File: config.mk
export PLATFORM = sky130hd
export DESIGN_NAME = ttm_fifo
export DESIGN_NICKNAME = d
export VERILOG_FILES = /design/src/ttm_pkg.sv /design/src/ttm_fifo.sv
export SDC_FILE = /design/constraint.sdc
export NUM_CORES = 1
export LEC_CHECK = 0
export ABC_AREA = 1
export BUFFER_PORTS_ARGS = -buffer_cell sky130_fd_sc_hd__buf_2
export CELL_PAD_IN_SITES_DETAIL_PLACEMENT = 1
export CELL_PAD_IN_SITES_GLOBAL_PLACEMENT = 2
export CORE_ASPECT_RATIO = 0.6
export CORE_UTILIZATION = 40
export DETAILED_ROUTE_END_ITERATION = 8
export PLACE_DENSITY_LB_ADDON = 0.1
export SYNTH_ARGS = -nofsm -noshare
export SYNTH_HDL_FRONTEND = slang
export SYNTH_SLANG_ARGS = --single-unit
File: constraint.sdc
create_clock -name i_clk -period 3.9 [get_ports i_clk]
set_clock_uncertainty 0.15 [all_clocks]
set_input_delay 0.585 -clock i_clk [delete_from_list [all_inputs] [get_ports i_clk]]
set_output_delay 0.585 -clock i_clk [all_outputs]
set_load 0.03 [all_outputs]
File: src/ttm_pkg.sv
// Shared types, codes and constants of the tunnel texture mapper.
`default_nettype none
package ttm_pkg;

    typedef enum logic [1:0] {
        OP_PIXEL = 2'd0,
        OP_FRAME = 2'd1,
        OP_WRITE = 2'd2
    } t_op;

    typedef enum logic [2:0] {
        CFG_CENTRE_X      = 3'd0,
        CFG_CENTRE_Y      = 3'd1,
        CFG_HOLE_RADIUS   = 3'd2,
        CFG_DEPTH_GAIN    = 3'd3,
        CFG_ANGLE_GAIN    = 3'd4,
        CFG_ZOOM_STEP     = 3'd5,
        CFG_ROTATION_STEP = 3'd6
    } t_cfg_idx;

    localparam int NUM_SQ   = 16;   // log fraction bits, also CORDIC steps
    localparam int DIV_BITS = 25;   // quotient bits of the depth term
    localparam logic [15:0] LN2_Q16 = 16'd45426;
    localparam logic signed [17:0] HALF_TURN = 18'sd32768;

    // Work item passed from the front end to the datapath.
    typedef struct packed {
        logic               wr;
        logic signed [10:0] dx;
        logic signed [10:0] dy;
        logic [15:0]        zoom;
        logic [15:0]        rot;
        logic [15:0]        tidx;
        logic [7:0]         tval;
    } t_item;

    // Static configuration seen by the datapath.
    typedef struct packed {
        logic [19:0] r2;
        logic [15:0] depth_gain;
        logic [11:0] angle_gain;
    } t_cfg;

    // Arctangent of 2^-i in binary angle units, half turn = 32768.
    function automatic logic signed [17:0] atan_unit(input int i);
        logic signed [17:0] r;
        case (i)
            0:       r = 18'sd8192;
            1:       r = 18'sd4836;
            2:       r = 18'sd2555;
            3:       r = 18'sd1297;
            4:       r = 18'sd651;
            5:       r = 18'sd326;
            6:       r = 18'sd163;
            7:       r = 18'sd81;
            8:       r = 18'sd41;
            9:       r = 18'sd20;
            10:      r = 18'sd10;
            11:      r = 18'sd5;
            12:      r = 18'sd3;
            13:      r = 18'sd1;
            14:      r = 18'sd1;
            default: r = 18'sd0;
        endcase
        return r;
    endfunction

endpackage
`default_nettype wire

File: src/ttm_fifo.sv
// Short queue between front end and datapath.
`default_nettype none
module ttm_fifo #(
    parameter int DEPTH = 4
) (
    input  wire logic           i_clk,
    input  wire logic           i_rst_n,
    input  wire logic           i_push,
    input  wire ttm_pkg::t_item i_item,
    output      logic           o_full,
    input  wire logic           i_pop,
    output      logic           o_empty,
    output      ttm_pkg::t_item o_head
);
    import ttm_pkg::*;
    localparam int PW = (DEPTH > 1) ? $clog2(DEPTH) : 1;

    t_item           r_mem [DEPTH];
    logic [PW-1:0]   r_wptr, r_rptr;
    logic [PW:0]     r_count;

    assign o_full  = r_count == (PW+1)'(DEPTH);
    assign o_empty = r_count == '0;
    assign o_head  = r_mem[r_rptr];

    always_ff @(posedge i_clk) begin
        if (i_push) begin
            r_mem[r_wptr] <= i_item;
        end
        if (!i_rst_n) begin
            r_wptr  <= '0;
            r_rptr  <= '0;
            r_count <= '0;
        end else begin
            if (i_push) begin
                r_wptr <= (r_wptr == PW'(DEPTH-1)) ? '0 : r_wptr + 1'b1;
            end
            if (i_pop) begin
                r_rptr <= (r_rptr == PW'(DEPTH-1)) ? '0 : r_rptr + 1'b1;
            end
            r_count <= r_count + (PW+1)'(i_push) - (PW+1)'(i_pop);
        end
    end
endmodule
`default_nettype wire

==> run_results.csv <==
group,metric,value,unit
outcome,outcome,"complete, but fails checks",
outcome,failed_checks,"DRC",
cts,cts_max_level,2,
setup_path,timing.rr.end,"r_mem[0][78]",
power,irDropWorstVdd,250,uV
power,powerDensity,534,nW/um^2
final_layout,antenna_cells,0,
power,p_sw,2.06,mW
setup_path,crit_chain,"buf_12 > nand2_1 > o211ai_1 > nand2_1 > buf_2",
setup_path,reg2regPathDepth,5,
sta,setup_tns,0,ns
grt,antenna_found_initial,1,
final_layout,final_common_cell,"edfxtp_1",
setup_path,cp.arrival,2.21,ns
cts,clk_pin_slew,0.06,ns
floorplan,dieArea,33000,um^2
logic_synthesis,synth_area,12900,um^2
setup_path,critical_path.slowest_cell,"dfxtp_4",
power,p_int,5.97,mW
power,p_leak,5.84,nW
sta,drv_slew,0,
routing,first_pass_iters,7,
power,sw_frac_of_total,0.257,
routing,drt_wl_total,27200,um
routing,drt-met1-wl,13200,um
cts,cts_inserted_buffers,34,
logic_synthesis,syn-num-nets,1072,
floorplan,coreArea,31500,um^2
grt,grt_pass1_vias,7557,
logic_synthesis,yosysWarnings,0,
final_layout,drive_gt1_frac,0.188,
routing,route.met3.wl,1370,um
grt,grt_overflow,0,
setup_path,path_common_cell,"nand2_1",
routing,via_per_inst,4.78,
grt,grt.total_usage,0.168,
power,power_frac_comb,0.123,
logic_synthesis,syn_avg_cell_area,13.2,um^2
setup_path,rrSetupSlack,1.86,ns
sta,finalHoldViolCount,0,
setup_path,max_stage_delay,0.68,ns
setup_path,critPathLaunchType,"flip-flop",
final_layout,layout_common_cells,"edfxtp_1, inv_1, nand2_1, buf_2, a21oi_1",
min_path,hold_class,"primary input to flip-flop",
sta,clock.fmax,340,MHz
routing,ant_nets,0,
placement,io_buffers,163,
min_path,hold_start,"i_item[77]",
cts,cts-resized-gates,0,
setup_path,path_class,"flip-flop to output pin",
routing,top_layer,"met5",
cts,post_cts_buffers,0,
floorplan,initial_core_util,0.411,
cts,clock_sinks,325,
power,total_power,8.04,mW
cts,root_buffer,"clkbuf_16",
setup_path,crit_family,"flip-flops",
logic_synthesis,ys_types,19,
setup_path,worst-path-buf-inv,2,
placement,gp_congestion,0.716,
routing,post_drt_wl_per_cell,17.3,um
routing,drtIter0Drc,332,
final_layout,area_growth_syn_to_layout,16.5,%
routing,drc_errors,8,
sta,fin_crit,2.94,ns
placement,detailed_place_hpwl,16000,um
sta,tightest_slew,0.665,ns
grt,grt_max_degree,103,
final_layout,nFillCells,3266,
min_path,hold_end,"r_mem[0][77]",
grt,grt_pass1_wl,42100,um
setup_path,crit_fanout,102,
power,p_seq_frac,0.507,
floorplan,die_w,234,um
cts,clock_latency,0.50,ns
final_layout,nNetsFinal,1227,
flow_run,maxCapViolCount,0,
floorplan,io_pins,164,
sta,setup-violations-final,0,
setup_path,cp-end-kind,"output pin",
power,clockPowerShare,0.370,
cts,cts_tree,"yes",
sta,fin_crit_sh,0.754,
min_path,hold_depth,1,
routing,route.vias.total,7534,
setup_path,crit_required,3.16,ns
cts,ctsHoldBuffers,0,
floorplan,rows,50,
logic_synthesis,ys_ff_latch,325,
sta,slew_headroom,0.556,
logic_synthesis,ys_seq_area_frac,0.748,
cts,clock_path_buffers,3,
sta,grt_setup_unrepaired,"no",
routing,wl_met2,12300,um
floorplan,die_h,141,um
logic_synthesis,syn_inst,981,
setup_path,reg2reg_from,"r_wptr[0]",
[routing by layer]
metal  vias to the layer above  track usage
li1                       3720            -
met1                      3649        0.237
met2                       128        0.262
met3                        35       0.0378
met4                         2       0.0403
met5                         -            0
[per-stage QoR]
step | worst slack (ns) | utilization | instances | hold WS (ns) | instance area [um^2]
floorplan | 0.984 | - | 981 | 0.321 | 12900
finish | 0.960 | 0.478 | 1575 | 0.126 | 15100
global placement | 1.52 | 0.447 | 1516 | 0.349 | 14100
global route | 0.773 | 0.478 | 1575 | 0.103 | 15100
detailed placement | 1.49 | 0.447 | 1516 | 0.349 | 14100
CTS | 0.888 | 0.478 | 1575 | 0.101 | 15100
[power by group through the flow]
stage	logic [mW]	registers (mW)	clock network [mW]
after detailed placement	1.01	4.15	0
after global routing	1.09	4.09	3.19
after CTS	1.01	4.08	3.06
after floorplan	0.696	4.12	0
after global placement	0.997	4.15	0
final	0.988	4.08	2.97
[area by class of cell]
| cell class | instances | area, um^2 | area share |
|---|---|---|---|
| well taps | 416 | 520 | 0.0346 |
| inverters | 173 | 659 | 0.0438 |
| repair buffers | 173 | 1000 | 0.0667 |
| multi-input cells | 429 | 2200 | 0.146 |
| clock buffers | 49 | 907 | 0.0603 |
| clock inverters | 10 | 87.6 | 0.00582 |
| flip-flops and latches | 325 | 9680 | 0.643 |
[worst max path at each step]
stage / endpoint / slack, ns / cells after the start
finish: o_head[19] / 0.96 / 5
global route: o_head[17] / 0.77 / 5
CTS: o_head[19] / 0.89 / 5
detailed placement: o_head[52] / 1.49 / 5
global placement: o_head[21] / 1.52 / 5
floorplan: r_mem[3][0] / 0.98 / 3
[state kept, by name (all words and copies together), names as in the netlist, named ones only]
signal	cells
r_rptr	2
r_mem	316
r_wptr	2
r_count	3
[cells by family after synthesis]
logic type	after synthesis	share of synthesized area
flip-flops	325	0.748
AO/OA/AOI/OAI	241	0.109
buffers and inverters	227	0.0817
AND/OR/NAND/NOR	179	0.0523
adder cells (fa/ha/maj)	8	0.00833
XOR/XNOR	1	0.000678
[synthesized netlist by cell type]
master | count | area share
edfxtp_1 | 316 | 0.73
a21oi_1 | 82 | 0.032
ha_1 | 7 | 0.0068
o21ai_1 | 24 | 0.0093
xnor2_1 | 1 | 0.00068
clkbuf_1 | 2 | 0.00058
fa_1 | 1 | 0.0015
o21ai_0 | 56 | 0.022
nor2_1 | 7 | 0.0020
nor3_1 | 2 | 0.00077
nand3_1 | 1 | 0.00039
buf_4 | 8 | 0.0046
dfxtp_1 | 9 | 0.014
nand2_1 | 169 | 0.049
buf_6 | 19 | 0.017
inv_1 | 173 | 0.050
clkbuf_2 | 1 | 0.00039
o211ai_1 | 79 | 0.046
buf_2 | 24 | 0.0093
Note: power is estimated with default switching activity, not from simulation.
