==> src/ttm_pkg.sv <==
// Shared types, codes and constants of the tunnel texture mapper.
`default_nettype none
package ttm_pkg;

    typedef enum logic [1:0] {
        OP_PIXEL = 2'd0,
        OP_FRAME = 2'd1,
        OP_WRITE = 2'd2
    } t_op;

    typedef enum logic [2:0] {
        CFG_CENTRE_X      = 3'd0,
        CFG_CENTRE_Y      = 3'd1,
        CFG_HOLE_RADIUS   = 3'd2,
        CFG_DEPTH_GAIN    = 3'd3,
        CFG_ANGLE_GAIN    = 3'd4,
        CFG_ZOOM_STEP     = 3'd5,
        CFG_ROTATION_STEP = 3'd6
    } t_cfg_idx;

    localparam int NUM_SQ   = 16;   // log fraction bits, also CORDIC steps
    localparam int DIV_BITS = 25;   // quotient bits of the depth term
    localparam logic [15:0] LN2_Q16 = 16'd45426;
    localparam logic signed [17:0] HALF_TURN = 18'sd32768;

    // Work item passed from the front end to the datapath.
    typedef struct packed {
        logic               wr;
        logic signed [10:0] dx;
        logic signed [10:0] dy;
        logic [15:0]        zoom;
        logic [15:0]        rot;
        logic [15:0]        tidx;
        logic [7:0]         tval;
    } t_item;

    // Static configuration seen by the datapath.
    typedef struct packed {
        logic [19:0] r2;
        logic [15:0] depth_gain;
        logic [11:0] angle_gain;
    } t_cfg;

    // Arctangent of 2^-i in binary angle units, half turn = 32768.
    function automatic logic signed [17:0] atan_unit(input int i);
        logic signed [17:0] r;
        case (i)
            0:       r = 18'sd8192;
            1:       r = 18'sd4836;
            2:       r = 18'sd2555;
            3:       r = 18'sd1297;
            4:       r = 18'sd651;
            5:       r = 18'sd326;
            6:       r = 18'sd163;
            7:       r = 18'sd81;
            8:       r = 18'sd41;
            9:       r = 18'sd20;
            10:      r = 18'sd10;
            11:      r = 18'sd5;
            12:      r = 18'sd3;
            13:      r = 18'sd1;
            14:      r = 18'sd1;
            default: r = 18'sd0;
        endcase
        return r;
    endfunction

endpackage
`default_nettype wire

==> src/ttm_front.sv <==
// Front end: configuration registers, frame offsets and item classification.
`default_nettype none
module ttm_front (
    input  wire logic          i_clk,
    input  wire logic          i_rst_n,
    input  wire logic          i_s_tvalid,
    output      logic          o_s_tready,
    input  wire logic [47:0]   i_s_tdata,
    input  wire logic [1:0]    i_s_tuser,
    input  wire logic          i_cfg_valid,
    output      logic          o_cfg_ready,
    input  wire logic [2:0]    i_cfg_index,
    input  wire logic [15:0]   i_cfg_data,
    input  wire logic          i_full,
    output      logic          o_push,
    output      ttm_pkg::t_item o_item,
    output      ttm_pkg::t_cfg  o_cfg
);
    import ttm_pkg::*;

    logic [9:0]  r_centre_x, r_centre_y;
    logic [19:0] r_r2;
    logic [15:0] r_depth_gain, r_zoom_step, r_rot_step, r_zoom, r_rot;
    logic [11:0] r_angle_gain;
    logic        acc;
    logic [9:0]  px, py;

    assign o_s_tready  = !i_full;
    assign o_cfg_ready = 1'b1;
    assign acc = i_s_tvalid && o_s_tready;
    assign px  = i_s_tdata[9:0];
    assign py  = i_s_tdata[19:10];

    always_ff @(posedge i_clk) begin
        if (!i_rst_n) begin
            r_centre_x   <= 10'd512;
            r_centre_y   <= 10'd384;
            r_r2         <= 20'd10000;
            r_depth_gain <= 16'd16384;
            r_angle_gain <= 12'd640;
            r_zoom_step  <= 16'd655;
            r_rot_step   <= 16'd655;
            r_zoom       <= '0;
            r_rot        <= '0;
        end else begin
            if (i_cfg_valid) begin
                unique case (t_cfg_idx'(i_cfg_index))
                    CFG_CENTRE_X:      r_centre_x   <= i_cfg_data[9:0];
                    CFG_CENTRE_Y:      r_centre_y   <= i_cfg_data[9:0];
                    CFG_HOLE_RADIUS:   r_r2 <= i_cfg_data[9:0] * i_cfg_data[9:0];
                    CFG_DEPTH_GAIN:    r_depth_gain <= i_cfg_data;
                    CFG_ANGLE_GAIN:    r_angle_gain <= i_cfg_data[11:0];
                    CFG_ZOOM_STEP:     r_zoom_step  <= i_cfg_data;
                    CFG_ROTATION_STEP: r_rot_step   <= i_cfg_data;
                    default: ;
                endcase
            end
            // advance both offsets on a frame transaction
            if (acc && t_op'(i_s_tuser) == OP_FRAME) begin
                r_zoom <= r_zoom + r_zoom_step;
                r_rot  <= r_rot + r_rot_step;
            end
        end
    end

    always_comb begin
        o_push      = 1'b0;
        o_item.wr   = 1'b0;
        o_item.dx   = $signed({1'b0, px}) - $signed({1'b0, r_centre_x});
        o_item.dy   = $signed({1'b0, py}) - $signed({1'b0, r_centre_y});
        o_item.zoom = r_zoom;
        o_item.rot  = r_rot;
        o_item.tidx = i_s_tdata[35:20];
        o_item.tval = i_s_tdata[43:36];
        unique case (t_op'(i_s_tuser))
            OP_PIXEL: o_push = acc;
            OP_WRITE: begin
                o_push    = acc;
                o_item.wr = 1'b1;
            end
            default: o_push = 1'b0;
        endcase
    end

    assign o_cfg.r2         = r_r2;
    assign o_cfg.depth_gain = r_depth_gain;
    assign o_cfg.angle_gain = r_angle_gain;
endmodule
`default_nettype wire

==> config.mk <==
export PLATFORM = sky130hd
export DESIGN_NAME = ttm_front
export DESIGN_NICKNAME = d
export VERILOG_FILES = /design/src/ttm_pkg.sv /design/src/ttm_front.sv
export SDC_FILE = /design/constraint.sdc
export NUM_CORES = 1
export LEC_CHECK = 0
export ABC_CLOCK_PERIOD_IN_PS = 10000
export BUFFER_PORTS_ARGS = -buffer_cell sky130_fd_sc_hd__buf_2
export CAP_MARGIN = 25
export CORE_MARGIN = 2
export CORE_UTILIZATION = 40
export CTS_CLUSTER_DIAMETER = 60
export DETAILED_ROUTE_END_ITERATION = 10
export HOLD_SLACK_MARGIN = 0.1
export PLACE_DENSITY = 0.72
export REMOVE_ABC_BUFFERS = 1
export SLEW_MARGIN = 20
export SYNTH_ARGS = -nofsm -noshare
export SYNTH_HDL_FRONTEND = slang
export SYNTH_SLANG_ARGS = --single-unit
==> constraint.sdc <==
create_clock -name i_clk -period 10 [get_ports i_clk]
set_input_delay 2 -clock i_clk [delete_from_list [all_inputs] [get_ports i_clk]]
set_output_delay 2 -clock i_clk [all_outputs]
set_load 0.1 [all_outputs]
==> flow_summary.toml <==
[synthesis]
yosysWarningCount = 0
synth-main-ff-cell = "dfxtp_1"
yosysSeqAreaShare = 0.2658
ys_ff_latch = 131
syn_area_um2 = 9866
synth_enable_flop_cells = 0
yosysUniqueCellTypes = 61
avgSynthCellArea_um2 = 8.113
postSynth.asyncResetShare = 0
synth_cells = 1216

[timing]
relSlewSlack = 0.3254
hold_viol = 0
rsz0062_at_grt = "no"
period_minus_slack_ps = 6867
fin_crit_sh = 0.6867
clock.fmax_mhz = 145.6
fin_setup_tns_ps = 0
clock_skew_ps = 7.307
worst_pin_slew_ps = 1008
finalSetupViolations = 0
maxSlewViolCount = 0

[floorplan]
start_util = 0.4069
die_h_um = 161.1
ios = 204
die_area_um2 = 25940
num_rows = 57
die_w_um = 161.1
coreArea_um2 = 24250

[drt]
firstDrtPassIters = 5
drtIter0Drc = 325
antenna_left = 0
wl_um = 25040
wl_per_cell_um = 15.19
vias_per_cell = 5.084
via_count = 8383
drc = 0

[power]
p_leak_nw = 5.360
swShare = 0.3951
peakVddDrop_uv = 183.1
power_density_nw_per_um2 = 190.8
p_seq_frac = 0.254
internal_power_mw = 1.305
power_mw = 2.157
netSwitchingPower_mw = 0.8521
pwr-share-comb = 0.428
power_frac_clock = 0.318

[global_route]
grt_usage = 0.1975
grt_max_degree = 76
grt_pass1_wl_um = 41000
grt-ovfl-total = 0
antenna_found_initial = 0
grt_pass1_vias = 8126

[placed_design]
dp_cells = 1617
dp_hpwl_um = 18280
io_buffers = 149
placedInstanceArea_um2 = 10660
globalplace.congestion = 0.8641

[critical_path]
end_kind = "register"
crit_top_cell = "fa_1"
r2r_cells = 11
critical_path_peak_fanout = 16
worst_ep_required_time_ps = 10310
r2r_slack_ps = 7370
r2r_end = "r_zoom[12]$_SDFFE_PN0P_"
crit_type = "primary input to register"
crit_path_max_incr_delay_ps = 540
crit_arrival_ps = 7180
cp_cell_sequence = "buf_2 -> and2_1 -> fa_1 -> fa_1 -> inv_1 -> fa_1 -> inv_1 -> fa_1 -> inv_1 -> fa_1 -> inv_1 -> ha_1 -> o21a_1 -> o2111ai_1 -> o21ai_0 -> a21oi_1 -> o21bai_1 -> xnor2_1 -> o21ai_0 -> and2_1"
r2r_start = "r_zoom[0]$_SDFFE_PN0P_"
cp.buffers_inverters = 5
critPathSlowestCell = "fa_1"
critPathLaunchType = "primary input"
cp_top_family = "adder cells"

[final_layout]
area_delta_synth_final_pct = 14.61
drive_gt1_frac = 0.1487
fin_area_um2 = 11310
fin_nets = 1536
antenna_cells = 0
instances_no_fill = 1649

[clock_network]
numClockSinks = 131
cts.path.max_buffers = 2
insertion_delay_ps = 420
holdBufCountCts = 0
clk_pin_slew_ps = 60
root_buffer = "clkbuf_16"
cts_htree_levels = 4
cts_tree = "yes"
cts_made_buffers = 17
cts_resized = 0
cts_setup_buffers = 0

[outcome]
outcome = "finished, final reports clean"

[min_path]
worstHoldPathType = "register to register"
hold-path-cell-count = 2
worstHoldEndpoint = "r_depth_gain[9]$_SDFFE_PN0P_"
holdCritStartpoint = "r_depth_gain[9]$_SDFFE_PN0P_"

[run]
maxCapViolCount = 0
## layout make-up
cell class                 count  area (µm²)
clock buffer                  20       466.7
clock inverter                11       175.2
fill                        2368       12940
inverter                     122       457.9
multi-input combinational    887        6394
sequential                   131        2623
tap                          324       405.4
timing repair buffer         154       785.8
## cell usage after synthesis (all sizes together) (21+ instances only)
cell,instances,area share
nand2,246,0.094
xnor2,30,0.027
ha,98,0.12
nor2,43,0.016
clkbuf,47,0.018
nand3,32,0.016
dfxtp,131,0.27
inv,122,0.046
o21ai,61,0.031
xor2,21,0.019
a21o,23,0.018
a21oi,34,0.018
fa,51,0.10
a21boi,84,0.064
and2,44,0.028
buf,29,0.022
## metrics by stage
| step | util | hold slack (ps) | worst slack [ps] |
|---|---|---|---|
| after floorplan | - | 442.6 | 1466 |
| after global placement | 0.4395 | 448.4 | 2765 |
| after detailed placement | 0.4395 | 453.9 | 2723 |
| after CTS | 0.4660 | 461.9 | 3122 |
| after global routing | 0.4663 | 483.8 | 2802 |
| final | 0.4663 | 458.4 | 3133 |
## cells in the final DEF (no fill, tap or decap), types with 3 or more instances in the layout
cell | Yosys | final
buf_4 | 26 | 6
nor2_1 | 43 | 43
nand2b_1 | 12 | 12
nand3_1 | 32 | 32
o21ai_0 | 58 | 58
dfxtp_1 | 131 | 131
o21bai_1 | 4 | 4
and3_1 | 4 | 4
xor2_1 | 21 | 21
nand2_1 | 246 | 246
o211ai_1 | 14 | 14
a21o_1 | 23 | 23
a21boi_0 | 83 | 83
o211a_1 | 3 | 3
clkbuf_8 | 0 | 3
inv_1 | 122 | 122
fa_1 | 51 | 51
clkbuf_16 | 0 | 17
a211oi_1 | 5 | 5
bufinv_16 | 0 | 4
buf_2 | 1 | 148
o31ai_1 | 3 | 3
nand4_1 | 5 | 5
a21oi_1 | 32 | 32
o21a_1 | 7 | 7
a31oi_1 | 5 | 5
and2_1 | 44 | 44
ha_1 | 98 | 98
xnor2_1 | 30 | 30
nor3_1 | 10 | 10
nor2b_1 | 13 | 13
## power groups by stage
stage	Combinational, mW	Sequential, mW	Clock, mW
floorplan	0.663	0.635	0
detailed placement	0.914	0.559	0
global route	1.04	0.549	0.722
global placement	0.905	0.558	0
CTS	0.928	0.547	0.699
finish	0.924	0.547	0.686
## how the worst max path moves through the flow
| stage | from | to | slack [ps] | depth (start not counted) |
|---|---|---|---|---|
| 2_1_floorplan | i_s_tdata[11] | o_item[65] | 1470 | 8 |
| 6_report | i_cfg_data[6] | r_r2[14]$_SDFFE_PN0P_ | 3130 | 20 |
| 3_3_place_gp | i_cfg_data[6] | r_r2[18]$_SDFFE_PN0P_ | 2770 | 19 |
| 3_5_place_dp | i_cfg_data[6] | r_r2[14]$_SDFFE_PN0P_ | 2720 | 20 |
| 4_1_cts | i_cfg_data[6] | r_r2[14]$_SDFFE_PN0P_ | 3120 | 20 |
| 5_1_grt | i_cfg_data[6] | r_r2[14]$_SDFFE_PN0P_ | 2800 | 20 |
## logic make-up (layout without fill, tap and decap cells)
kind of cell,Yosys count,after routing,synth area share
simple gates,423,423,0.1915
compound gates,260,260,0.1807
buf+inv,198,307,0.08611
fa+ha+maj,149,149,0.2278
flops,131,131,0.2658
xor+xnor,51,51,0.04528
other cells,2,2,0.0007612
mux,2,2,0.002029
## state kept, by name, indices dropped and copies added, names as in the netlist
register      cells
r_zoom_step      16
r_zoom           16
r_rot            16
r_angle_gain     12
r_centre_y       10
r_depth_gain     16
r_r2             19
r_centre_x       10
r_rot_step       16
## worst min-delay path: stages, from the launching register on
cell      delay, ps
dfxtp_1         300
nand2_1          40
a21boi_0         60
## layer usage
metal / share of wire / global-route usage / up-vias / routed length (µm)
met5: 0 / 0.007576 / - / 0
met4: 0.013 / 0.04261 / 0 / 314
met3: 0.058 / 0.04777 / 25 / 1443
met2: 0.47 / 0.3307 / 189 / 11690
met1: 0.46 / 0.2591 / 3979 / 11590
li1: - / - / 4190 / -
Note: power is estimated with default switching activity, not from simulation.
